## config.mk

```make
export PLATFORM = sky130hd
export DESIGN_NAME = cp_cell
export DESIGN_NICKNAME = d
export VERILOG_FILES = /design/src/hw/rtl/cp_pkg.sv /design/src/hw/rtl/cp_cell.sv
export SDC_FILE = /design/constraint.sdc
export NUM_CORES = 1
export LEC_CHECK = 0
export ABC_AREA = 1
export BUFFER_PORTS_ARGS = -buffer_cell sky130_fd_sc_hd__buf_2
export CORE_ASPECT_RATIO = 0.5
export CORE_MARGIN = 3
export CORE_UTILIZATION = 30
export CTS_CLUSTER_SIZE = 40
export DETAILED_ROUTE_END_ITERATION = 7
export PLACE_DENSITY = 0.47
export SLEW_MARGIN = 20
export SYNTH_ARGS = -nofsm -noshare
export SYNTH_HDL_FRONTEND = slang
export SYNTH_SLANG_ARGS = --single-unit
```

## constraint.sdc

```tcl
create_clock -name clk -period 10.92 [get_ports clk]
set_input_delay 0 -clock clk [delete_from_list [all_inputs] [get_ports clk]]
set_output_delay 0 -clock clk [all_outputs]
set_load 0.05 [all_outputs]
```

## src/hw/rtl/cp_pkg.sv

```systemverilog
// ----------------------------------------------------------------------------
// cp_pkg: shared types and constants for the rectangular-to-polar converter
// Holds the transfer payload types, the rotation datapath record that moves
// down the cell chain, and the arctangent table used by the rotation cells.
// ----------------------------------------------------------------------------
package cp_pkg;

    // Default configuration of the converter.
    localparam int DATA_WIDTH_DEF = 16;
    localparam int ITERATIONS_DEF = 16;

    // Width of each payload field.
    localparam int FIELD_W = 16;

    // Rotation datapath: inputs are scaled so that their binary point sits
    // at SCALE_POINT minus the data width, in a wide signed word.
    localparam int SCALE_POINT = 60;
    localparam int CORD_W      = 64;

    // Angle accumulator: one full turn is 2^ACC_W.
    localparam int ACC_W    = 32;
    localparam int ATAN_LEN = 32;

    localparam logic [ACC_W-1:0] HALF_TURN   = 32'h8000_0000;
    localparam logic [ACC_W-1:0] ANGLE_ROUND = 32'h0000_8000;

    // atan(2^-i) in units of 2^-32 turn.
    localparam logic [ACC_W-1:0] ATAN_TAB [ATAN_LEN] = '{
        32'h20000000, 32'h12E4051D, 32'h09FB385B, 32'h051111D4,
        32'h028B0D43, 32'h0145D7E1, 32'h00A2F61E, 32'h00517C55,
        32'h0028BE53, 32'h00145F2E, 32'h000A2F98, 32'h000517CC,
        32'h00028BE6, 32'h000145F3, 32'h0000A2F9, 32'h0000517C,
        32'h000028BE, 32'h0000145F, 32'h00000A2F, 32'h00000517,
        32'h0000028B, 32'h00000145, 32'h000000A2, 32'h00000051,
        32'h00000028, 32'h00000014, 32'h0000000A, 32'h00000005,
        32'h00000002, 32'h00000001, 32'h00000000, 32'h00000000
    };

    // Input transfer: one rectangular vector.
    typedef struct packed {
        logic signed [FIELD_W-1:0] x_component;
        logic signed [FIELD_W-1:0] y_component;
    } vec_t;

    // Output transfer: magnitude and binary angle.
    typedef struct packed {
        logic [FIELD_W-1:0] magnitude;
        logic [FIELD_W-1:0] angle;
    } polar_t;

    // Rotation state carried from cell to cell.
    typedef struct packed {
        logic signed [CORD_W-1:0] cx;
        logic signed [CORD_W-1:0] cy;
        logic [ACC_W-1:0]         acc;
        logic                     zero;
    } cord_t;

endpackage

```

## src/hw/rtl/cp_cell.sv

```systemverilog
// ----------------------------------------------------------------------------
// cp_cell: one cell of the converter chain
// Performs one vectoring rotation step and one digit of the integer square
// root, then hands both to the next cell. Cells past the last rotation or
// the last root digit pass that part through unchanged.
// ----------------------------------------------------------------------------
module cp_cell #(
    parameter int DATA_WIDTH = cp_pkg::DATA_WIDTH_DEF,
    parameter int ITERATIONS = cp_pkg::ITERATIONS_DEF,
    parameter int STAGE      = 0
) (
    input  logic                      clk,
    input  logic                      rst_n,
    input  logic                      in_valid,
    output logic                      in_ready,
    input  cp_pkg::cord_t             cord_in,
    input  logic [2*DATA_WIDTH-1:0]   s_in,
    input  logic [2*DATA_WIDTH-1:0]   r_in,
    output logic                      out_valid,
    input  logic                      out_ready,
    output cp_pkg::cord_t             cord_out,
    output logic [2*DATA_WIDTH-1:0]   s_out,
    output logic [2*DATA_WIDTH-1:0]   r_out
);

    localparam int SQ_W       = 2 * DATA_WIDTH;
    localparam int ROOT_SHIFT = (STAGE < DATA_WIDTH) ? 2 * (DATA_WIDTH - 1 - STAGE) : 0;
    localparam logic [SQ_W-1:0] ROOT_BIT = SQ_W'(1) << ROOT_SHIFT;

    cp_pkg::cord_t     cord_step;
    logic [SQ_W-1:0]   s_step;
    logic [SQ_W-1:0]   r_step;

    logic              valid_reg, valid_next;
    cp_pkg::cord_t     cord_reg, cord_next;
    logic [SQ_W-1:0]   s_reg, s_next;
    logic [SQ_W-1:0]   r_reg, r_next;

    // Rotation step: drive y toward zero, accumulating the angle turned.
    generate
        if (STAGE < ITERATIONS)
        begin : g_rot
            logic signed [cp_pkg::CORD_W-1:0] dx;
            logic signed [cp_pkg::CORD_W-1:0] dy;

            assign dx = $signed(cord_in.cy) >>> STAGE;
            assign dy = $signed(cord_in.cx) >>> STAGE;

            always_comb
            begin
                cord_step.zero = cord_in.zero;
                if (!cord_in.cy[cp_pkg::CORD_W-1])
                begin
                    cord_step.cx  = cord_in.cx + dx;
                    cord_step.cy  = cord_in.cy - dy;
                    cord_step.acc = cord_in.acc + cp_pkg::ATAN_TAB[STAGE];
                end
                else
                begin
                    cord_step.cx  = cord_in.cx - dx;
                    cord_step.cy  = cord_in.cy + dy;
                    cord_step.acc = cord_in.acc - cp_pkg::ATAN_TAB[STAGE];
                end
            end
        end
        else
        begin : g_rot_pass
            assign cord_step = cord_in;
        end
    endgenerate

    // Root digit: try to subtract the current trial value from the remainder.
    generate
        if (STAGE < DATA_WIDTH)
        begin : g_root
            logic [SQ_W:0] trial;
            logic          take;

            assign trial = {1'b0, r_in} + {1'b0, ROOT_BIT};
            assign take  = {1'b0, s_in} >= trial;

            always_comb
            begin
                if (take)
                begin
                    s_step = s_in - trial[SQ_W-1:0];
                    r_step = (r_in >> 1) + ROOT_BIT;
                end
                else
                begin
                    s_step = s_in;
                    r_step = r_in >> 1;
                end
            end
        end
        else
        begin : g_root_pass
            assign s_step = s_in;
            assign r_step = r_in;
        end
    endgenerate

    // The cell loads when it is empty or its item moves on.
    assign in_ready = !valid_reg || out_ready;

    always_comb
    begin
        valid_next = in_ready ? in_valid : valid_reg;
        cord_next  = cord_reg;
        s_next     = s_reg;
        r_next     = r_reg;
        if (in_ready && in_valid)
        begin
            cord_next = cord_step;
            s_next    = s_step;
            r_next    = r_step;
        end
    end

    // Cell occupancy.
    always_ff @(posedge clk or negedge rst_n)
    begin
        if (!rst_n)
        begin
            valid_reg <= 1'b0;
        end
        else
        begin
            valid_reg <= valid_next;
        end
    end

    // Cell payload.
    always_ff @(posedge clk)
    begin
        cord_reg <= cord_next;
        s_reg    <= s_next;
        r_reg    <= r_next;
    end

    assign out_valid = valid_reg;
    assign cord_out  = cord_reg;
    assign s_out     = s_reg;
    assign r_out     = r_reg;

endmodule

```

# --- After elaboration in Yosys (flattened, before gate mapping) ---
# Index checks and enable logic that the tools add are counted.
totals:
  regBits: 226
  latchBits: 0
  ram_bits: 0
  rom_bits: 0
  out_inout_bits: 227
  n_memories: 0
classes:
  add_sub_neg: 8
  multipliers: 0
  div_mod_pow: 0
  magnitude_cmp: 1
  n_eq_ne: 0
  shift: 0
  muxes: 3
  bitwise: 0
  reduce_logical: 3
op_table:
  columns: ["op", "n"]
  rows:
  - ["two-way mux 160 bit", 1]
  - ["subtractor 64 bit", 2]
  - ["adder 64 bit", 1]
  - ["adder 32 x 31 -> 33 bit, second input constant", 1]
  - [">= comparator 32 x 33 -> 1 bit", 1]
  - ["adder 31 x 31 -> 32 bit, second input constant", 1]
  - ["adder 32 x 30 -> 32 bit, second input constant", 1]
  - ["two-way mux 32 bit", 1]
  - ["subtractor 32 x 30 -> 32 bit, second input constant", 1]
  - ["subtractor 32 bit", 1]
  - ["two-way mux 31 bit", 1]
  - ["logical AND 1 bit", 1]
  - ["logical NOT 1 bit", 1]
  - ["logical OR 1 bit", 1]

# --- Longest topological paths before layout ---
# Gate-level depths: netlist (run 1).
depth:
  word_depth: 3
  ltp_mapped: 19
  mapped_depth_nobuf: 18

# --- Worst setup path after synthesis (run 1) ---
# No wires, ideal clock.
synth_timing:
  kind: "register to register"
  start: "register valid_reg (netlist: out_valid)"
  end: "register cord_reg (netlist bit cord_out[0]) (enable)"
  setup_ps: 881
  t_arrival_ps: 11434
  t_required_ps: 10039
  slack_ps: -1395
  stages_incl_launch_ff: 2
  synth_period_minus_slack_ps: 12315
  cell_sequence: "dfrtp_1 -> a21oi_1"
synth_between:
  elab_chain_len: 3
synth_lines:
  columns: ["element", "line_no", "source"]
  rows:
  - ["from (decl)", "cp_cell.sv:34", "logic valid_reg, valid_next;"]
  - ["from (signal assigned)", "cp_cell.sv:129", "valid_reg <= valid_next;"]
  - ["logical NOT 1 bit", "cp_cell.sv:104", "assign in_ready = !valid_reg || out_ready;"]
  - ["logical OR 1 bit", "cp_cell.sv:104", null]
  - ["logical AND 1 bit", "cp_cell.sv:112", "if (in_ready && in_valid)"]
  - ["to (signal assigned)", "cp_cell.sv:136", "cord_reg <= cord_next;"]
  - ["to (decl)", "cp_cell.sv:35", "cp_pkg::cord_t cord_reg, cord_next;"]
# No other way between the ends.
# A chain may end at the register's enable or synchronous reset.

# --- Worst setup path in the final report (run 1) ---
layout_timing:
  start: "input port s_in[26]"
  end: "register s_reg[0] (netlist: s_out[0]) (data pin)"
layout_between:
  elab_chain_len: 2
layout_lines:
  columns: ["element", "line_no", "source"]
  rows:
  - ["from (decl)", "cp_cell.sv:17", "input logic [2*DATA_WIDTH-1:0] s_in,"]
  - [">= comparator 32 x 33 -> 1 bit", "cp_cell.sv:80", "assign take = {1'b0, s_in} >= trial;"]
  - ["two-way mux 32 bit", "cp_cell.sv:84", "if (take)"]
  - ["via s_step[0]", "cp_cell.sv:31", "logic [SQ_W-1:0] s_step;"]
  - ["to (signal assigned)", "cp_cell.sv:137", "s_reg <= s_next;"]
  - ["to (decl)", "cp_cell.sv:36", "logic [SQ_W-1:0] s_reg, s_next;"]
# The timed path passes the listed nets, and every way through them passes these cells.

==> impl_metrics.yaml, run 1 <==
logic_synthesis:
  synth.top_cell.area_share_pct: 24.9
  synth_area_um2: 27000
  synthArstFlopShare_pct: 0.444
  syn-num-nets: 4901
  yosys.area_share.xor_xnor_pct: 2.08
  synth_edf_count: 224
  synth-compound-area-share_pct: 10.1
  synth_common_cells: "1590 x nand2_1, 873 x inv_1, 365 x nand3_1, 308 x nor2_1, 241 x a21oi_1"
  synth-warning-count: 0
  synth_fa_ha_area_share_pct: 11.5
  synth_area_per_cell_um2: 6.09
  synth_most_common_cell: "nand2_1"
  synth.area.mux_share_pct: 0
  synth_ff_type: "edfxtp_1"
  synth_top_family_by_area: "simple AND/OR/NAND/NOR gates"
  yosys.cell_types.count: 44
  syn_inst: 4428
  synth_area_leaders: "edfxtp_1 25%, nand2_1 22%, inv_1 12%"
  synth_seq_cells: 225
  yosysSeqAreaShare_pct: 25.0
  synth-simple-area-share_pct: 36.8
  yosysTopAreaCell: "edfxtp_1"
grt:
  antenna_found_initial: 10
  grt_usage_pct: 25.3
  first_global_vias: 27979
  overflow: 0
  grt_pass1_wl_um: 178000
  grt_max_degree: 68
sta:
  final-hold-violation-count: 0
  fin_crit_sh_pct: 28.3
  period_needed_ps: 3090
  setup_viol_count_final: 0
  rsz0062_at_grt: "false"
  final.setup.tns_ps: 0
  max_clock_freq_mhz: 323
  fin_skew_ps: 13.8
  relSlewSlack_pct: 34.4
  slew_viol_final: 0
  tightest_slew_ps: 985
layout:
  stdcell_area_um2: 32100
  drive_above_1_share_pct: 11.9
  final_nets: 5400
  area_growth_pct: 19.0
drt:
  dr.pass1.iters: 7
  wire_per_inst_um: 20.0
  wirelength_um: 123000
  ant_nets: 0
  dr.first_iter.drc_count: 2427
  vias_per_cell: 4.81
  drc: 0
  vias: 29489
critical_path:
  r2r_setup_slack_ps: 8600
  worstPathRequired_ps: 11260
  cp-end-kind: "flip-flop"
  crit_type: "in2reg"
  worstPathArrival_ps: 3430
  path_max_fanout: 33
  start_kind: "input port"
clock_network:
  post_cts_buffers: 0
  clk_latency_ps: 600
  ctsHtreeMaxLevel: 1
  cts_root_buf: "clkbuf_16"
  cts_tree: "done"
  numCtsBuffers: 26
  clock_path_buffers: 3
  cts_sinks: 225
  cts.reportedPaths.clkPinSlew_ps: 60
die:
  row_count: 77
  die_h_um: 218
  io_pins: 456
  fp.dieArea_um2: 93800
  start_util_pct: 30.4
  die-width_um: 430
  coreArea_um2: 88700
flow_run:
  max_cap_violations: 0
power_and_ir_drop:
  p_leak_nw: 17.5
  ir_worst_vdd_mv: 0.0921
  powerDensity_nw_per_um2: 113
place:
  gp_congestion: 0.972
  hpwlAfterDp_um: 105000
  place_area_um2: 30200
  io_buffers: 455
min_path:
  hold_path_class: "in2reg"
outcome:
  status: "finished, final reports clean"
flip-flops by register name, indices dropped and copies added (netlist names):
register   cells
cord_out     160
out_valid      1
s_out         32
r_out         32
cell families after synthesis:
group           after synthesis
buf+inv                     986
simple gates               2407
compound gates              502
fa+ha+maj                   244
xor+xnor                     64
flops                       225
routing by layer:
metal  routed length (µm)  global-route usage [%]  vias up
li1                     -                       -    14789
met1                55800                    34.2    13660
met5                   35                       0        -
met4                 2460                    5.23        6
met2                57200                    43.3      923
met3                 7440                    3.09      111
through the flow:
| step | hold slack (ps) | worst slack [ps] | total power [W] | std cells | util (%) |
|---|---|---|---|---|---|
| 2_1_floorplan | -296 | 3680 | 0.00220 | 4428 | - |
| 3_3_place_gp | -224 | 7780 | 0.00273 | 5977 | 34.0 |
| 3_5_place_dp | -224 | 7890 | 0.00274 | 5977 | 34.0 |
| 4_1_cts | 53.1 | 7880 | 0.00367 | 6131 | 36.2 |
| 5_1_grt | 79.9 | 7630 | 0.00387 | 6134 | 36.2 |
| 6_report | 112 | 7830 | 0.00364 | 6136 | 36.2 |
critical path, cell delays in order:
cell           delay, ps
dlygate4sd3_1        540
buf_2                130
ha_1                 350
a21oi_1              260
nor2_1                70
nor2_1               180
o22ai_1              130
a21oi_2              580
nand2_4              390
nand2_1              150
nand2_1               50
dlygate4sd3_1        550
layout make-up:
cell class / count / area, µm²
tap: 1185 / 1480
multi-input combinational: 3217 / 16300
clock buffer: 30 / 666
inverter: 887 / 3330
clock inverter: 17 / 156
timing repair buffer: 570 / 3410
antenna: 5 / 12.5
sequential: 225 / 6750
fill: 9903 / 56600
cells in the final DEF, fill, tap and decap left out, types with 4 or more instances in the layout:
cell,instances
a21boi_0,4
a21oi_1,240
a31oi_1,6
buf_2,454
buf_4,9
clkbuf_1,4
clkbuf_16,26
clkinv_1,6
diode_2,5
dlygate4sd3_1,107
edfxtp_1,224
fa_1,5
ha_1,239
inv_1,872
inv_2,14
nand2_1,1590
nand2_2,16
nand2_4,4
nand3_1,365
nand3_2,4
nand3b_1,5
nand4_1,49
nor2_1,308
nor2_2,27
nor3_1,14
nor3_2,13
o21a_1,6
o21ai_0,161
o21ai_1,11
o21bai_1,41
o22ai_1,21
xnor2_1,6
xor2_1,58
repair_timing:
action	CTS	global route
hold endpoints to repair	104	0
gates resized for setup	0	0
hold buffers	107	0
final timing paths:
check,depth (start not counted),from,endpoint
setup / recovery,12,s_in[26],s_out[0]$_DFFE_PP_
hold / removal,2,cord_in[6],cord_out[6]$_DFFE_PP_
setup reg to reg,3,out_valid$_DFFE_PN0N_,cord_out[141]$_DFFE_PP_
hold reg to reg,2,out_valid$_DFFE_PN0N_,r_out[22]$_DFFE_PP_
max in group asynchronous,3,rst_n,out_valid$_DFFE_PN0N_
min in group asynchronous,3,rst_n,out_valid$_DFFE_PN0N_
where the power goes:
group	switching, W	total, W	internal (W)
combinational	0.00123	0.00167	0.000441
sequential	0.0000238	0.00109	0.00106
clock	0.000398	0.000884	0.000486
No activity file was read; power rests on OpenSTA's default activity.
==> run 2: changes to the inputs <==
Settings changed: PLACE_DENSITY 0.47 to 0.45.
Clock period 10.92 ns to 3.2 ns, I/O delays scaled along.
==> run 2 against run 1 <==
  * Final cell count rose by 0.44%
  * Clock power grew to 3.3 times the previous value
  * Total power grew to 3.4 times the previous value
  * Sequential share of layout area fell by 0.16 points
  * Critical path type unchanged
  * Largest cell class unchanged
  * Largest power group unchanged
==> impl_metrics.yaml, run 2 (synthesis results as in run 1) <==
critical_path:
  critPathMaxStageDelay_ps: 550
  cp_top_family: "simple AND/OR/NAND/NOR gates"
  r2r_start: "out_valid$_DFFE_PN0N_"
  crit_type: "in2reg"
  r2r_setup_slack_ps: 1670
  worstPathRequired_ps: 3540
  cpMostUsedCell: "nand2_1"
  crit_slowest_cell: "dlygate4sd3_1"
  path_cells: "dlygate4sd3_1 > buf_2 > ha_1 > a21oi_1 > o21ai_0 > nand2_1 > nand2_1 > nand3_1 > nand3_2 > nand2_4 > nand2_8 > nand2_1 > nand2_1 > dlygate4sd3_1"
  path_max_fanout: 35
  cp_num_buf_inv: 3
  worstPathArrival_ps: 3270
  start_kind: "input port"
  reg2reg_to: "cord_out[95]$_DFFE_PP_"
  ff2ff_path_depth: 3
  cp-end-kind: "flip-flop"
place:
  hpwlAfterDp_um: 106000
  post-place-cells: 6007
  gp_congestion: 0.994
  io_buffers: 455
die:
  coreArea_um2: 88700
  row_count: 77
  fp.dieArea_um2: 93800
  start_util_pct: 30.4
  die-width_um: 430
  io_pins: 456
  die_h_um: 218
drt:
  dr.pass1.iters: 6
  dr.first_iter.drc_count: 2652
  ant_nets: 0
  wire_per_inst_um: 20.0
  vias: 29543
  wirelength_um: 123000
  vias_per_cell: 4.79
  drc: 0
layout:
  final_cells: 6163
  largest_reg_flops: 160
  fillers: 9892
  ff_latch_area_um2: 6750
  drive_above_1_share_pct: 12.4
  final_nets: 5429
  final_common_cell: "nand2_1"
  final_cell_mix: "1590 x nand2_1, 872 x inv_1, 454 x buf_2, 365 x nand3_1, 308 x nor2_1"
  fin_util_pct: 36.5
  multi_input_area_um2: 16300
  area_growth_pct: 20.0
clock_network:
  ctsHtreeMaxLevel: 1
  clk_latency_ps: 590
  cts_tree: "done"
  cts_root_buf: "clkbuf_16"
  cts_sinks: 225
  cts.reportedPaths.clkPinSlew_ps: 70
  clock_path_buffers: 3
  numCtsBuffers: 24
sta:
  max_clock_freq_mhz: 340
  whs_ps: 89.9
  slew_viol_final: 0
  tightest_slew_ps: 787
  relSlewSlack_pct: 47.5
  fin_crit_sh_pct: 91.9
  fin_skew_ps: 20.1
  final.setup.tns_ps: 0
  setup_viol_count_final: 0
  final-hold-violation-count: 0
  rsz0062_at_grt: "false"
  period_needed_ps: 2940
min_path:
  hold_depth: 4
  holdPathEnd: "cord_out[107]$_DFFE_PP_"
  hp-start: "out_ready"
  hold_path_class: "in2reg"
power_and_ir_drop:
  p_leak_nw: 17.7
  powerDensity_nw_per_um2: 381
  ir_worst_vdd_mv: 0.428
  finalPower_w: 0.0123
grt:
  met3_usage_pct: 3.55
  use_met1_pct: 34.5
  grt_pass1_wl_um: 177000
  grt_usage_pct: 25.2
  overflow: 0
  first_global_vias: 27871
  antenna_found_initial: 6
  grt.busiest_layer: "met2"
  global_route.usage.met2_pct: 41.8
  grt_max_degree: 125
outcome:
  status: "finished, final reports clean"
flow_run:
  max_cap_violations: 0
-- run 2: layout make-up --
class,instances,area share (%)
multi-input cells,3217,50.4
repair buffers,601,11.5
diodes,4,0.0309
flip-flops and latches,225,20.9
clock inverters,15,0.456
inverters,887,10.3
well taps,1185,4.58
clock buffers,29,1.91
-- run 2: per-layer routing --
layer / part of all wire [%] / up-vias
li1: - / 14840
met1: 46 / 13590
met2: 45 / 980
met3: 6.4 / 129
met4: 2.8 / 4
met5: 0.017 / -
-- run 2: worst max path at each step --
| stage | start | end | cells past startpoint |
|---|---|---|---|
| floorplan | out_valid$_DFFE_PN0N_ | cord_out[0]$_DFFE_PP_ | 1 |
| global placement | cord_in[83] | cord_out[149]$_DFFE_PP_ | 14 |
| detailed placement | cord_in[83] | cord_out[85]$_DFFE_PP_ | 14 |
| CTS | s_in[2] | s_out[0]$_DFFE_PP_ | 15 |
| global route | r_in[8] | s_out[0]$_DFFE_PP_ | 14 |
| finish | s_in[10] | s_out[0]$_DFFE_PP_ | 14 |
-- run 2: worst reg2reg max path: cells and delay by family, from the launching register on --
family | cells | cell delay, ps
DFF | 1 | 420
buffers and inverters | 2 | 530
AOI/OAI and AO/OA | 1 | 200
-- run 2: report_power, final --
group	switching [W]	internal (W)	leakage (nW)
registers	0.0000794	0.00362	2.15
logic	0.00422	0.00155	15.1
clock network	0.00133	0.00155	0.366
-- run 2: repair_timing --
item                                    in CTS  in global routing
endpoints found under the setup margin       0                  1
hold endpoints to repair                   110                  0
gates resized for setup                      0                  1
hold buffers                               108                  0
setup buffers                                0                  0
-- run 2: metrics by stage --
| stage | cell area (µm²) | setup slack [ps] |
|---|---|---|
| after global routing | 32400 | 100 |
| after detailed placement | 30500 | 330 |
| after floorplan | 27000 | -1570 |
| final | 32400 | 261 |
| after CTS | 32400 | 236 |
| after global placement | 30500 | 329 |
