### config.mk
export PLATFORM = sky130hd
export DESIGN_NAME = cp_front
export DESIGN_NICKNAME = d
export VERILOG_FILES = /design/src/hw/rtl/cp_pkg.sv /design/src/hw/rtl/cp_front.sv
export SDC_FILE = /design/constraint.sdc
export NUM_CORES = 1
export LEC_CHECK = 0
export BUFFER_PORTS_ARGS = -buffer_cell sky130_fd_sc_hd__buf_2
export CELL_PAD_IN_SITES_DETAIL_PLACEMENT = 1
export CELL_PAD_IN_SITES_GLOBAL_PLACEMENT = 2
export CORE_UTILIZATION = 44
export CTS_BUF_LIST = sky130_fd_sc_hd__clkbuf_4 sky130_fd_sc_hd__clkbuf_8 sky130_fd_sc_hd__clkbuf_16
export DETAILED_ROUTE_END_ITERATION = 8
export GPL_TIMING_DRIVEN = 1
export PLACE_DENSITY_LB_ADDON = 0.25
export SYNTH_ARGS = -nofsm -noshare
export SYNTH_HDL_FRONTEND = slang
export SYNTH_SLANG_ARGS = --single-unit
### constraint.sdc
create_clock -name clk -period 9 [get_ports clk]
set_clock_uncertainty 0.2 [all_clocks]
set_input_delay 1.8 -clock clk [delete_from_list [all_inputs] [get_ports clk]]
set_output_delay 1.8 -clock clk [all_outputs]
set_load 0.01 [all_outputs]
### src/hw/rtl/cp_pkg.sv
// ----------------------------------------------------------------------------
// cp_pkg: shared types and constants for the rectangular-to-polar converter
// Holds the transfer payload types, the rotation datapath record that moves
// down the cell chain, and the arctangent table used by the rotation cells.
// ----------------------------------------------------------------------------
package cp_pkg;

    // Default configuration of the converter.
    localparam int DATA_WIDTH_DEF = 16;
    localparam int ITERATIONS_DEF = 16;

    // Width of each payload field.
    localparam int FIELD_W = 16;

    // Rotation datapath: inputs are scaled so that their binary point sits
    // at SCALE_POINT minus the data width, in a wide signed word.
    localparam int SCALE_POINT = 60;
    localparam int CORD_W      = 64;

    // Angle accumulator: one full turn is 2^ACC_W.
    localparam int ACC_W    = 32;
    localparam int ATAN_LEN = 32;

    localparam logic [ACC_W-1:0] HALF_TURN   = 32'h8000_0000;
    localparam logic [ACC_W-1:0] ANGLE_ROUND = 32'h0000_8000;

    // atan(2^-i) in units of 2^-32 turn.
    localparam logic [ACC_W-1:0] ATAN_TAB [ATAN_LEN] = '{
        32'h20000000, 32'h12E4051D, 32'h09FB385B, 32'h051111D4,
        32'h028B0D43, 32'h0145D7E1, 32'h00A2F61E, 32'h00517C55,
        32'h0028BE53, 32'h00145F2E, 32'h000A2F98, 32'h000517CC,
        32'h00028BE6, 32'h000145F3, 32'h0000A2F9, 32'h0000517C,
        32'h000028BE, 32'h0000145F, 32'h00000A2F, 32'h00000517,
        32'h0000028B, 32'h00000145, 32'h000000A2, 32'h00000051,
        32'h00000028, 32'h00000014, 32'h0000000A, 32'h00000005,
        32'h00000002, 32'h00000001, 32'h00000000, 32'h00000000
    };

    // Input transfer: one rectangular vector.
    typedef struct packed {
        logic signed [FIELD_W-1:0] x_component;
        logic signed [FIELD_W-1:0] y_component;
    } vec_t;

    // Output transfer: magnitude and binary angle.
    typedef struct packed {
        logic [FIELD_W-1:0] magnitude;
        logic [FIELD_W-1:0] angle;
    } polar_t;

    // Rotation state carried from cell to cell.
    typedef struct packed {
        logic signed [CORD_W-1:0] cx;
        logic signed [CORD_W-1:0] cy;
        logic [ACC_W-1:0]         acc;
        logic                     zero;
    } cord_t;

endpackage

### src/hw/rtl/cp_front.sv
// ----------------------------------------------------------------------------
// cp_front: input conditioning for the converter
// Two pipeline stages: the first squares both components and folds the
// vector into the right half plane; the second adds the squares.
// ----------------------------------------------------------------------------
module cp_front #(
    parameter int DATA_WIDTH = cp_pkg::DATA_WIDTH_DEF
) (
    input  logic                      clk,
    input  logic                      rst_n,
    input  logic                      in_valid,
    output logic                      in_ready,
    input  cp_pkg::vec_t              vec,
    output logic                      out_valid,
    input  logic                      out_ready,
    output cp_pkg::cord_t             cord,
    output logic [2*DATA_WIDTH-1:0]   sum
);

    localparam int SQ_W  = 2 * DATA_WIDTH;
    localparam int GUARD = cp_pkg::SCALE_POINT - DATA_WIDTH;

    logic signed [DATA_WIDTH-1:0]     x_in;
    logic signed [DATA_WIDTH-1:0]     y_in;
    logic signed [SQ_W-1:0]           sq_x_prod;
    logic signed [SQ_W-1:0]           sq_y_prod;
    logic signed [cp_pkg::CORD_W-1:0] x_scaled;
    logic signed [cp_pkg::CORD_W-1:0] y_scaled;
    cp_pkg::cord_t                    cord_init;

    logic                a_valid_reg, a_valid_next;
    logic [SQ_W-1:0]     sq_x_reg, sq_x_next;
    logic [SQ_W-1:0]     sq_y_reg, sq_y_next;
    cp_pkg::cord_t       a_cord_reg, a_cord_next;
    logic                b_valid_reg, b_valid_next;
    logic [SQ_W-1:0]     sum_reg, sum_next;
    cp_pkg::cord_t       b_cord_reg, b_cord_next;
    logic                a_ready;
    logic                b_ready;

    // Only the low DATA_WIDTH bits of each field carry the component.
    assign x_in = DATA_WIDTH'($unsigned(vec.x_component));
    assign y_in = DATA_WIDTH'($unsigned(vec.y_component));

    // Squares of the components; both are non-negative and fit in SQ_W bits.
    assign sq_x_prod = x_in * x_in;
    assign sq_y_prod = y_in * y_in;

    // Scale up, and rotate by a half turn when x is negative.
    assign x_scaled = cp_pkg::CORD_W'(x_in) <<< GUARD;
    assign y_scaled = cp_pkg::CORD_W'(y_in) <<< GUARD;

    always_comb
    begin
        cord_init.zero = (x_in == '0) && (y_in == '0);
        if (x_in < 0)
        begin
            cord_init.cx  = -x_scaled;
            cord_init.cy  = -y_scaled;
            cord_init.acc = cp_pkg::HALF_TURN;
        end
        else
        begin
            cord_init.cx  = x_scaled;
            cord_init.cy  = y_scaled;
            cord_init.acc = '0;
        end
    end

    // A stage takes a new item when it is empty or its item moves on.
    assign b_ready  = !b_valid_reg || out_ready;
    assign a_ready  = !a_valid_reg || b_ready;
    assign in_ready = a_ready;

    // Next values of both stages.
    always_comb
    begin
        a_valid_next = a_ready ? in_valid : a_valid_reg;
        sq_x_next    = sq_x_reg;
        sq_y_next    = sq_y_reg;
        a_cord_next  = a_cord_reg;
        if (a_ready && in_valid)
        begin
            sq_x_next   = $unsigned(sq_x_prod);
            sq_y_next   = $unsigned(sq_y_prod);
            a_cord_next = cord_init;
        end

        b_valid_next = b_ready ? a_valid_reg : b_valid_reg;
        sum_next     = sum_reg;
        b_cord_next  = b_cord_reg;
        if (b_ready && a_valid_reg)
        begin
            sum_next    = sq_x_reg + sq_y_reg;
            b_cord_next = a_cord_reg;
        end
    end

    // Stage occupancy.
    always_ff @(posedge clk or negedge rst_n)
    begin
        if (!rst_n)
        begin
            a_valid_reg <= 1'b0;
            b_valid_reg <= 1'b0;
        end
        else
        begin
            a_valid_reg <= a_valid_next;
            b_valid_reg <= b_valid_next;
        end
    end

    // Stage payload.
    always_ff @(posedge clk)
    begin
        sq_x_reg   <= sq_x_next;
        sq_y_reg   <= sq_y_next;
        a_cord_reg <= a_cord_next;
        sum_reg    <= sum_next;
        b_cord_reg <= b_cord_next;
    end

    assign out_valid = b_valid_reg;
    assign cord      = b_cord_reg;
    assign sum       = sum_reg;

endmodule

* After elaboration in Yosys (flattened, before gate mapping)
Index checks and enable logic that the tools add are counted. Widths: inputs -> output; s select.
Word-level totals: register bits after elaboration 420, bits of input ports 36, output and inout bits 195, word-level logic and storage cells 31
Cells by class: $add $sub $neg 3, multipliers 2, order comparisons 1, muxes and demuxes 1, reduce and logical (&&, ||, !) cells 9
Operators with widths (count):
- $mux 160 | 1
- $neg 60->64 | 2
- $mul 16x16->32 | 2
- $add 32x32->32 | 1
- $logic_not 16->1 | 2
- $lt 16x1->1 const B | 1
- $logic_and 1x1->1 | 3
- $logic_not 1->1 | 2
- $logic_or 1x1->1 | 2

* Depth between registers and ports, before layout
Gate-level depths: netlist of run 1.
depth after elaboration 4, mapped depth 25, gate-level depth less buffers 23

* Worst setup path after synthesis of run 1
OpenSTA, ideal clock, no wires.
path type input port to flip-flop, start input port vec[31] (netlist name), end register sq_x_reg[29], data pin, setup time 0.261 ns, arrival time 7.663 ns, required time 8.539 ns, path slack 0.876 ns, stages on the path 22, path buffers 3, path through inv_1 > clkbuf_1 > buf_1 > nor2_1 > fa_1 > fa_1 > fa_1 > fa_1 > fa_1 > inv_1 > fa_1 > inv_1 > ha_1 > clkbuf_1 > a21o_1 > a21o_1 > a21oi_1 > nand3b_1 > nand2_1 > o221ai_1 > nor4b_1 > a311o_1
Between the ends: cells in the longest elaborated chain, start to end 1
Ends and longest elaborated chain:
- start, declared | line cp_front.sv:13 | input cp_pkg::vec_t vec,
- $mul 16x16->32 | line cp_front.sv:46 | assign sq_x_prod = x_in * x_in;
- named net sq_x_prod[29] | line cp_front.sv:25 | logic signed [SQ_W-1:0] sq_x_prod;
- end signal, assigned | line cp_front.sv:117 | sq_x_reg <= sq_x_next;
- end, declared | line cp_front.sv:32 | logic [SQ_W-1:0] sq_x_reg, sq_x_next;
The timed path passes the listed nets, and every way through them passes these cells. A chain may end at the register's enable or synchronous reset.

* Worst setup path after layout of run 1
start input port vec[5] (netlist name), end register sq_y_reg[31], data pin
Between the ends: cells in the longest elaborated chain, start to end 1
Ends and longest elaborated chain:
- $mul 16x16->32 | line cp_front.sv:47 | assign sq_y_prod = y_in * y_in;
- named net sq_y_prod[31] | line cp_front.sv:26 | logic signed [SQ_W-1:0] sq_y_prod;
- end signal, assigned | line cp_front.sv:118 | sq_y_reg <= sq_y_next;
- end, declared | line cp_front.sv:33 | logic [SQ_W-1:0] sq_y_reg, sq_y_next;
The timed path passes the listed nets, and every way through them passes these cells.

==> results of run 1 <==
==> how the worst min path moves through the flow <==
stage               end
6_report       cord[82]
5_1_grt        cord[93]
4_1_cts        cord[82]
3_5_place_dp   cord[89]
3_3_place_gp   cord[80]
2_1_floorplan   cord[0]
==> per-layer routing <==
| metal | up-vias | global-route usage [%] |
|---|---|---|
| met2 | 288 | 38.6 |
| met4 | 0 | 5.84 |
| met3 | 68 | 3.10 |
| met5 | - | 0 |
| li1 | 8205 | - |
| met1 | 9302 | 27.7 |
==> cells in the final DEF, fill, tap and decap left out, types with 5 or more instances in the layout <==
cell | netlist | final
sky130_fd_sc_hd__nand3_1 | 27 | 27
sky130_fd_sc_hd__conb_1 | 1 | 121
sky130_fd_sc_hd__o21bai_1 | 9 | 9
sky130_fd_sc_hd__nand4_1 | 6 | 6
sky130_fd_sc_hd__ha_1 | 222 | 222
sky130_fd_sc_hd__and2_1 | 59 | 57
sky130_fd_sc_hd__a31o_2 | 8 | 8
sky130_fd_sc_hd__nor2b_1 | 7 | 7
sky130_fd_sc_hd__nor3_1 | 19 | 19
sky130_fd_sc_hd__o211ai_1 | 8 | 8
sky130_fd_sc_hd__o21a_1 | 11 | 11
sky130_fd_sc_hd__clkbuf_16 | 0 | 17
sky130_fd_sc_hd__a211oi_1 | 19 | 19
sky130_fd_sc_hd__nor2_1 | 137 | 137
sky130_fd_sc_hd__buf_4 | 119 | 44
sky130_fd_sc_hd__nor4_1 | 5 | 5
sky130_fd_sc_hd__o31ai_1 | 10 | 10
sky130_fd_sc_hd__edfxtp_1 | 176 | 176
sky130_fd_sc_hd__xnor2_1 | 100 | 100
sky130_fd_sc_hd__nand2_1 | 198 | 198
sky130_fd_sc_hd__fa_1 | 470 | 470
sky130_fd_sc_hd__clkinv_1 | 7 | 7
sky130_fd_sc_hd__a21oi_1 | 60 | 60
sky130_fd_sc_hd__buf_2 | 0 | 111
sky130_fd_sc_hd__inv_1 | 725 | 725
sky130_fd_sc_hd__or2_2 | 7 | 7
sky130_fd_sc_hd__a21o_1 | 33 | 33
sky130_fd_sc_hd__nand2b_1 | 12 | 12
sky130_fd_sc_hd__a31oi_1 | 7 | 7
sky130_fd_sc_hd__and3_1 | 10 | 10
sky130_fd_sc_hd__xor2_1 | 36 | 36
sky130_fd_sc_hd__o21ai_0 | 47 | 47
==> cell families (layout without fill, tap and decap cells) <==
group	Yosys count	count (layout)	share of synthesized area [%]
compound gates	259	259	6.64
buf+inv	916	920	14.6
xor+xnor	136	136	4.46
fa+ha+maj	692	692	45.6
mux	3	3	0.122
flops	178	178	20.0
simple gates	507	507	8.65
other cells	1	122	0.0140
==> worst max-delay path, stage by stage <==
cell                        delay, ns
sky130_fd_sc_hd__buf_2           0.39
sky130_fd_sc_hd__and2_1          0.27
sky130_fd_sc_hd__inv_1           0.08
sky130_fd_sc_hd__fa_1            0.52
sky130_fd_sc_hd__inv_1           0.06
sky130_fd_sc_hd__fa_1            0.51
sky130_fd_sc_hd__inv_1           0.05
sky130_fd_sc_hd__fa_1            0.48
sky130_fd_sc_hd__inv_1           0.06
sky130_fd_sc_hd__fa_1            0.52
sky130_fd_sc_hd__fa_1            0.55
sky130_fd_sc_hd__inv_1           0.05
sky130_fd_sc_hd__fa_1            0.52
sky130_fd_sc_hd__inv_1           0.04
sky130_fd_sc_hd__ha_1            0.34
sky130_fd_sc_hd__nand3_1         0.13
sky130_fd_sc_hd__nor3_1          0.21
sky130_fd_sc_hd__o31ai_1         0.20
sky130_fd_sc_hd__a2111oi_2       0.55
sky130_fd_sc_hd__o21ai_0         0.27
sky130_fd_sc_hd__a31oi_1         0.35
sky130_fd_sc_hd__nor4_1          0.08
sky130_fd_sc_hd__a311oi_1        0.24
==> area by class of cell <==
| class | count | area [sq um] |
|---|---|---|
| Clock buffer | 17 | 425 |
| Antenna cell | 1 | 2.50 |
| Timing Repair Buffer | 156 | 906 |
| Inverter | 732 | 2750 |
| Sequential cell | 178 | 5340 |
| Clock inverter | 15 | 164 |
| Fill cell | 6734 | 31100 |
| Multi-Input combinational cell | 1718 | 18000 |
| Tap cell | 773 | 967 |
==> through the flow <==
step           utilization, %  hold slack (ns)  area [sq um]  setup WS, ns
2_1_floorplan               -            0.200         27200         0.876
3_3_place_gp             46.9            0.202         27900         0.559
3_5_place_dp             46.9            0.206         27900         0.370
4_1_cts                  47.8            0.214         28500         0.874
5_1_grt                  47.8            0.222         28500         0.445
6_report                 47.8            0.209         28500         0.826
==> impl_metrics.csv, run 1 <==
group,metric,value,unit
grt,first_global_vias,20600,
placed_design,io_buffers,111,
detailed_routing,routed-wl-met2,32600,um
detailed_routing,topRoutingLayerUsed,"met4",
clocking,num_cts_buffers,17,
grt,grt.total_usage,21.7,%
sta,period_share,90.8,%
synthesis,synth_flop_cell,"sky130_fd_sc_hd__edfxtp_1",
placed_design,place_congestion,0.869,
sta,worst-slew-pin-transition,1.01,ns
critical_path,critPathKind,"in2reg",
critical_path,r2r_cells,9,
floorplanning,core_area,0.0596,sq mm
detailed_routing,drt_pre_antenna_iters,7,
floorplanning,dieHeight,248,um
grt,antenna_found_initial,2,
floorplanning,ioPinCount,231,
detailed_routing,detail-route-antenna-nets,0,
sta,max_transition_margin,32.6,%
synthesis,synth_top_cell_by_area,"sky130_fd_sc_hd__fa_1",
sta,timing.final.crit_period,8.17,ns
placed_design,total_instance_count_after_detailed_placement,3557,
sta,hold_violations,0,
sta,achievable-frequency,122,MHz
critical_path,critical_path_arrival,8.29,ns
synthesis,post-synth-top-count-cell,"sky130_fd_sc_hd__inv_1",
cells_and_area,design.final.nets,3531,
grt,grt_pass1_wl,105000,um
synthesis,synth_area_leaders,"sky130_fd_sc_hd__fa_1, sky130_fd_sc_hd__edfxtp_1, sky130_fd_sc_hd__ha_1, sky130_fd_sc_hd__inv_1, sky130_fd_sc_hd__buf_4",
flow_run,max_cap_violations,0,
run_status,run_status,"complete, no violations",
synthesis,postSynthAreaPerCell,9.93,sq um
clocking,cts-resized-gates,0,
critical_path,timing.reg2reg.setup_slack,5.45,ns
critical_path,start_kind,"primary input",
synthesis,synth-seq-area-share,20.0,%
floorplanning,floorplan.die_area,0.0617,sq mm
clocking,clock_insertion_delay_worst_skew,0.50,ns
sta,fin_tns_setup,0,ns
sta,grt_setup_unrepaired,"false",
cells_and_area,largest_register_ff_count,42,
critical_path,worst_setup_path_startpoint,"vec[5]",
synthesis,netlist_instances,2692,
grt,globalRoute.totalOverflow,0,
worst_hold_path,holdCritStartpoint,"a_cord_reg[82]",
critical_path,worst_ep_required_time,9.12,ns
cells_and_area,stdcell_count,3590,
clocking,holdBufCountCts,0,
clocking,cts_post_setup_buffers_inserted,0,
placed_design,dpl.hpwl,52600,um
grt,grt_max_degree,61,
floorplanning,chip_width,248,um
synthesis,ys_async_sr_fraction,1.12,%
clocking,cts_htree_levels,4,
detailed_routing,detailroute.wirelength.met3,2050,um
worst_hold_path,worst_hold_path_type,"reg2reg",
floorplanning,rows,89,
synthesis,post_synth_instance_area,0.0267,sq mm
clocking,clock-root-buffer,"sky130_fd_sc_hd__clkbuf_16",
synthesis,synthesis.yosys.warnings,0,
detailed_routing,overall_routed_net_length,63300,um
synthesis,synth_cell_type_count,71,
detailed_routing,vias,17900,
cells_and_area,drive_gt1_share,7.63,%
synthesis,synth.cells.most_frequent,"sky130_fd_sc_hd__inv_1, sky130_fd_sc_hd__fa_1, sky130_fd_sc_hd__ha_1, sky130_fd_sc_hd__nand2_1, sky130_fd_sc_hd__edfxtp_1",
cells_and_area,area_growth_syn_to_layout,6.64,%
critical_path,critPathCapture,"sq_y_reg[31]",
detailed_routing,detailedRoute.firstIterationViolations,794,
critical_path,timing.critical_path.fanout_max,21,
worst_hold_path,timing.hold.worst_path_depth,0,
clocking,cts_tree,"yes",
sta,final-setup-viol-count,0,
critical_path,rr_endpoint,"sum[31]",
detailed_routing,wl_met1,27500,um
detailed_routing,avgRoutedWirePerCell,17.6,um
clocking,clock_sinks,178,
floorplanning,initial_utilization,44.9,%
detailed_routing,post-route-drc-count,0,
critical_path,critical_path.endpoint_type,"register",
critical_path,critical_path.reg2reg.startpoint,"sq_x_reg[8]",
detailed_routing,vias_per_cell,4.98,
synthesis,synth_largest_type_area_fraction,35.2,%
synthesis,synth_enable_flop_cells,176,
clocking,clk_pin_slew,0.09,ns
sta,maxSlewViolCount,0,
synthesis,postSynthRegisterBits,178,
clocking,ctsLongestPathBuffers,2,
Power of run 1 is left out: the tool's default activity adds up to more than one toggle a clock period on the data nets, which glitch-free logic cannot reach.
==> inputs of run 2 (changes only) <==
- CELL_PAD_IN_SITES_DETAIL_PLACEMENT: 1 -> unset
- CELL_PAD_IN_SITES_GLOBAL_PLACEMENT: 2 -> unset
- CORE_UTILIZATION: 44 -> 60
==> run 2 against run 1 <==
Against the previous run: die area fell by 26%; worst setup slack worse by 0.056 ns; flip-flop and latch count is the same; sequential share of layout area up 0.22 points; cell area shrank 1.1%; clock-buffer cell count stayed put; critical path depth is 1 lower; global-route usage grew 5.1 points; non-clock buffer count shrank 11; register-to-register slack better by 0.02 ns; fmax down 0.68%; cell count shrank 5.6%; critical endpoint is now sq_x_reg[29].
==> impl_metrics.csv, run 2 (synthesized netlist as in run 1, its figures left out) <==
group,metric,value,unit
detailed_routing,vias_per_cell,5.26,
clocking,clock_insertion_delay_worst_skew,0.49,ns
clocking,cts_htree_levels,4,
clocking,cts_tree,"yes",
worst_hold_path,worst_hold_path_type,"reg2reg",
grt,grt.total_usage,26.9,%
clocking,cts-resized-gates,0,
cells_and_area,largest_register_ff_count,42,
sta,period_share,91.5,%
cells_and_area,layout_commonest_cell,"sky130_fd_sc_hd__inv_1",
grt,antenna_found_initial,0,
sta,achievable-frequency,121,MHz
clocking,ctsLongestPathBuffers,2,
critical_path,worst_ep_required_time,9.04,ns
clocking,clk_pin_slew,0.08,ns
run_status,run_status,"complete, no violations",
cells_and_area,insertedDiodeCount,0,
cells_and_area,area_growth_syn_to_layout,5.42,%
sta,fin_tns_setup,0,ns
floorplanning,chip_width,213,um
floorplanning,dieHeight,213,um
clocking,num_cts_buffers,17,
placed_design,io_buffers,111,
detailed_routing,drt_pre_antenna_iters,6,
clocking,clock_sinks,178,
floorplanning,rows,76,
clocking,clock-root-buffer,"sky130_fd_sc_hd__clkbuf_16",
sta,worst-slew-pin-transition,0.892,ns
detailed_routing,avgRoutedWirePerCell,16.4,um
clocking,cts_post_setup_buffers_inserted,0,
floorplanning,initial_utilization,61.4,%
detailed_routing,vias,17800,
sta,timing.final.crit_period,8.23,ns
floorplanning,floorplan.die_area,0.0454,sq mm
critical_path,critical_path.endpoint_type,"register",
sta,hold_violations,0,
cells_and_area,design.final.nets,3520,
detailed_routing,detail-route-antenna-nets,0,
sta,max_transition_margin,40.5,%
placed_design,place_congestion,0.922,
grt,first_global_vias,19000,
cells_and_area,drive_gt1_share,7.24,%
detailed_routing,post-route-drc-count,0,
flow_run,max_cap_violations,0,
critical_path,critical_path_arrival,8.27,ns
floorplanning,ioPinCount,231,
critical_path,critPathKind,"in2reg",
sta,grt_setup_unrepaired,"false",
cells_and_area,layout.cell_area.non_filler,0.0282,sq mm
detailed_routing,overall_routed_net_length,55700,um
floorplanning,core_area,0.0436,sq mm
sta,maxSlewViolCount,0,
sta,fin_worst_hold_slack,0.214,ns
grt,grt_max_degree,56,
grt,grt_pass1_wl,92900,um
placed_design,dpl.hpwl,45600,um
clocking,holdBufCountCts,0,
critical_path,timing.critical_path.fanout_max,12,
cells_and_area,mostFrequentLayoutCells,"sky130_fd_sc_hd__inv_1, sky130_fd_sc_hd__fa_1, sky130_fd_sc_hd__ha_1, sky130_fd_sc_hd__nand2_1, sky130_fd_sc_hd__edfxtp_1",
detailed_routing,detailedRoute.firstIterationViolations,1197,
sta,final-setup-viol-count,0,
placed_design,placedInstanceArea,0.0276,sq mm
critical_path,start_kind,"primary input",
sta,layout_setup_ws,0.769,ns
placed_design,dp_slack,0.359,ns
grt,globalRoute.totalOverflow,0,
## run 2: area by class of cell
class | instances | area (sq um)
fill | 3554 | 15400
timing repair buffer | 145 | 811
tap | 585 | 732
multi-input combinational | 1718 | 18000
inverter | 732 | 2750
clock inverter | 15 | 169
sequential | 178 | 5340
clock buffer | 17 | 425
## run 2: worst max-delay path: stages
cell and delay (ns):
sky130_fd_sc_hd__buf_2 0.23, sky130_fd_sc_hd__clkinv_1 0.38, sky130_fd_sc_hd__nor2_1 0.31, sky130_fd_sc_hd__fa_1 0.43, sky130_fd_sc_hd__inv_1 0.08, sky130_fd_sc_hd__fa_1 0.43, sky130_fd_sc_hd__fa_1 0.48, sky130_fd_sc_hd__fa_1 0.49
sky130_fd_sc_hd__inv_1 0.05, sky130_fd_sc_hd__fa_1 0.53, sky130_fd_sc_hd__inv_1 0.05, sky130_fd_sc_hd__fa_1 0.53, sky130_fd_sc_hd__inv_1 0.04, sky130_fd_sc_hd__ha_1 0.35, sky130_fd_sc_hd__and4_1 0.25, sky130_fd_sc_hd__a21o_1 0.19
sky130_fd_sc_hd__a2111o_1 0.42, sky130_fd_sc_hd__nand4b_1 0.22, sky130_fd_sc_hd__nand2_1 0.09, sky130_fd_sc_hd__o221ai_1 0.49, sky130_fd_sc_hd__nor4b_1 0.12, sky130_fd_sc_hd__a311o_1 0.29
## run 2: final timing paths
kind                                    start           end  slack, ns  depth (start not counted)
worst max-delay path                  vec[26]  sq_x_reg[29]       0.77                         22
worst min-delay path            a_cord_reg[0]       cord[0]       0.21                          0
worst max register to register    sq_y_reg[8]       sum[27]       5.47                          9
worst min register to register  a_cord_reg[0]       cord[0]       0.21                          0
min in group asynchronous               rst_n   a_valid_reg       0.90                          1
max in group asynchronous               rst_n     out_valid       7.60                          1
## run 2: metrics by stage
stage	util (%)	cells
6_report	64.7	3390
5_1_grt	64.7	3390
2_1_floorplan	-	2812
3_3_place_gp	63.3	3358
3_5_place_dp	63.3	3358
4_1_cts	64.7	3390
## run 2: routing by layer
metal / vias to the layer above / GRT usage (%) / part of all wire (%)
li1: 8192 / - / -
met1: 9008 / 34.9 / 41
met5: - / 0 / 0
met2: 552 / 46.8 / 51
met3: 90 / 3.78 / 5.4
met4: 0 / 7.89 / 2.2
Power of run 2 is left out for the same reason.
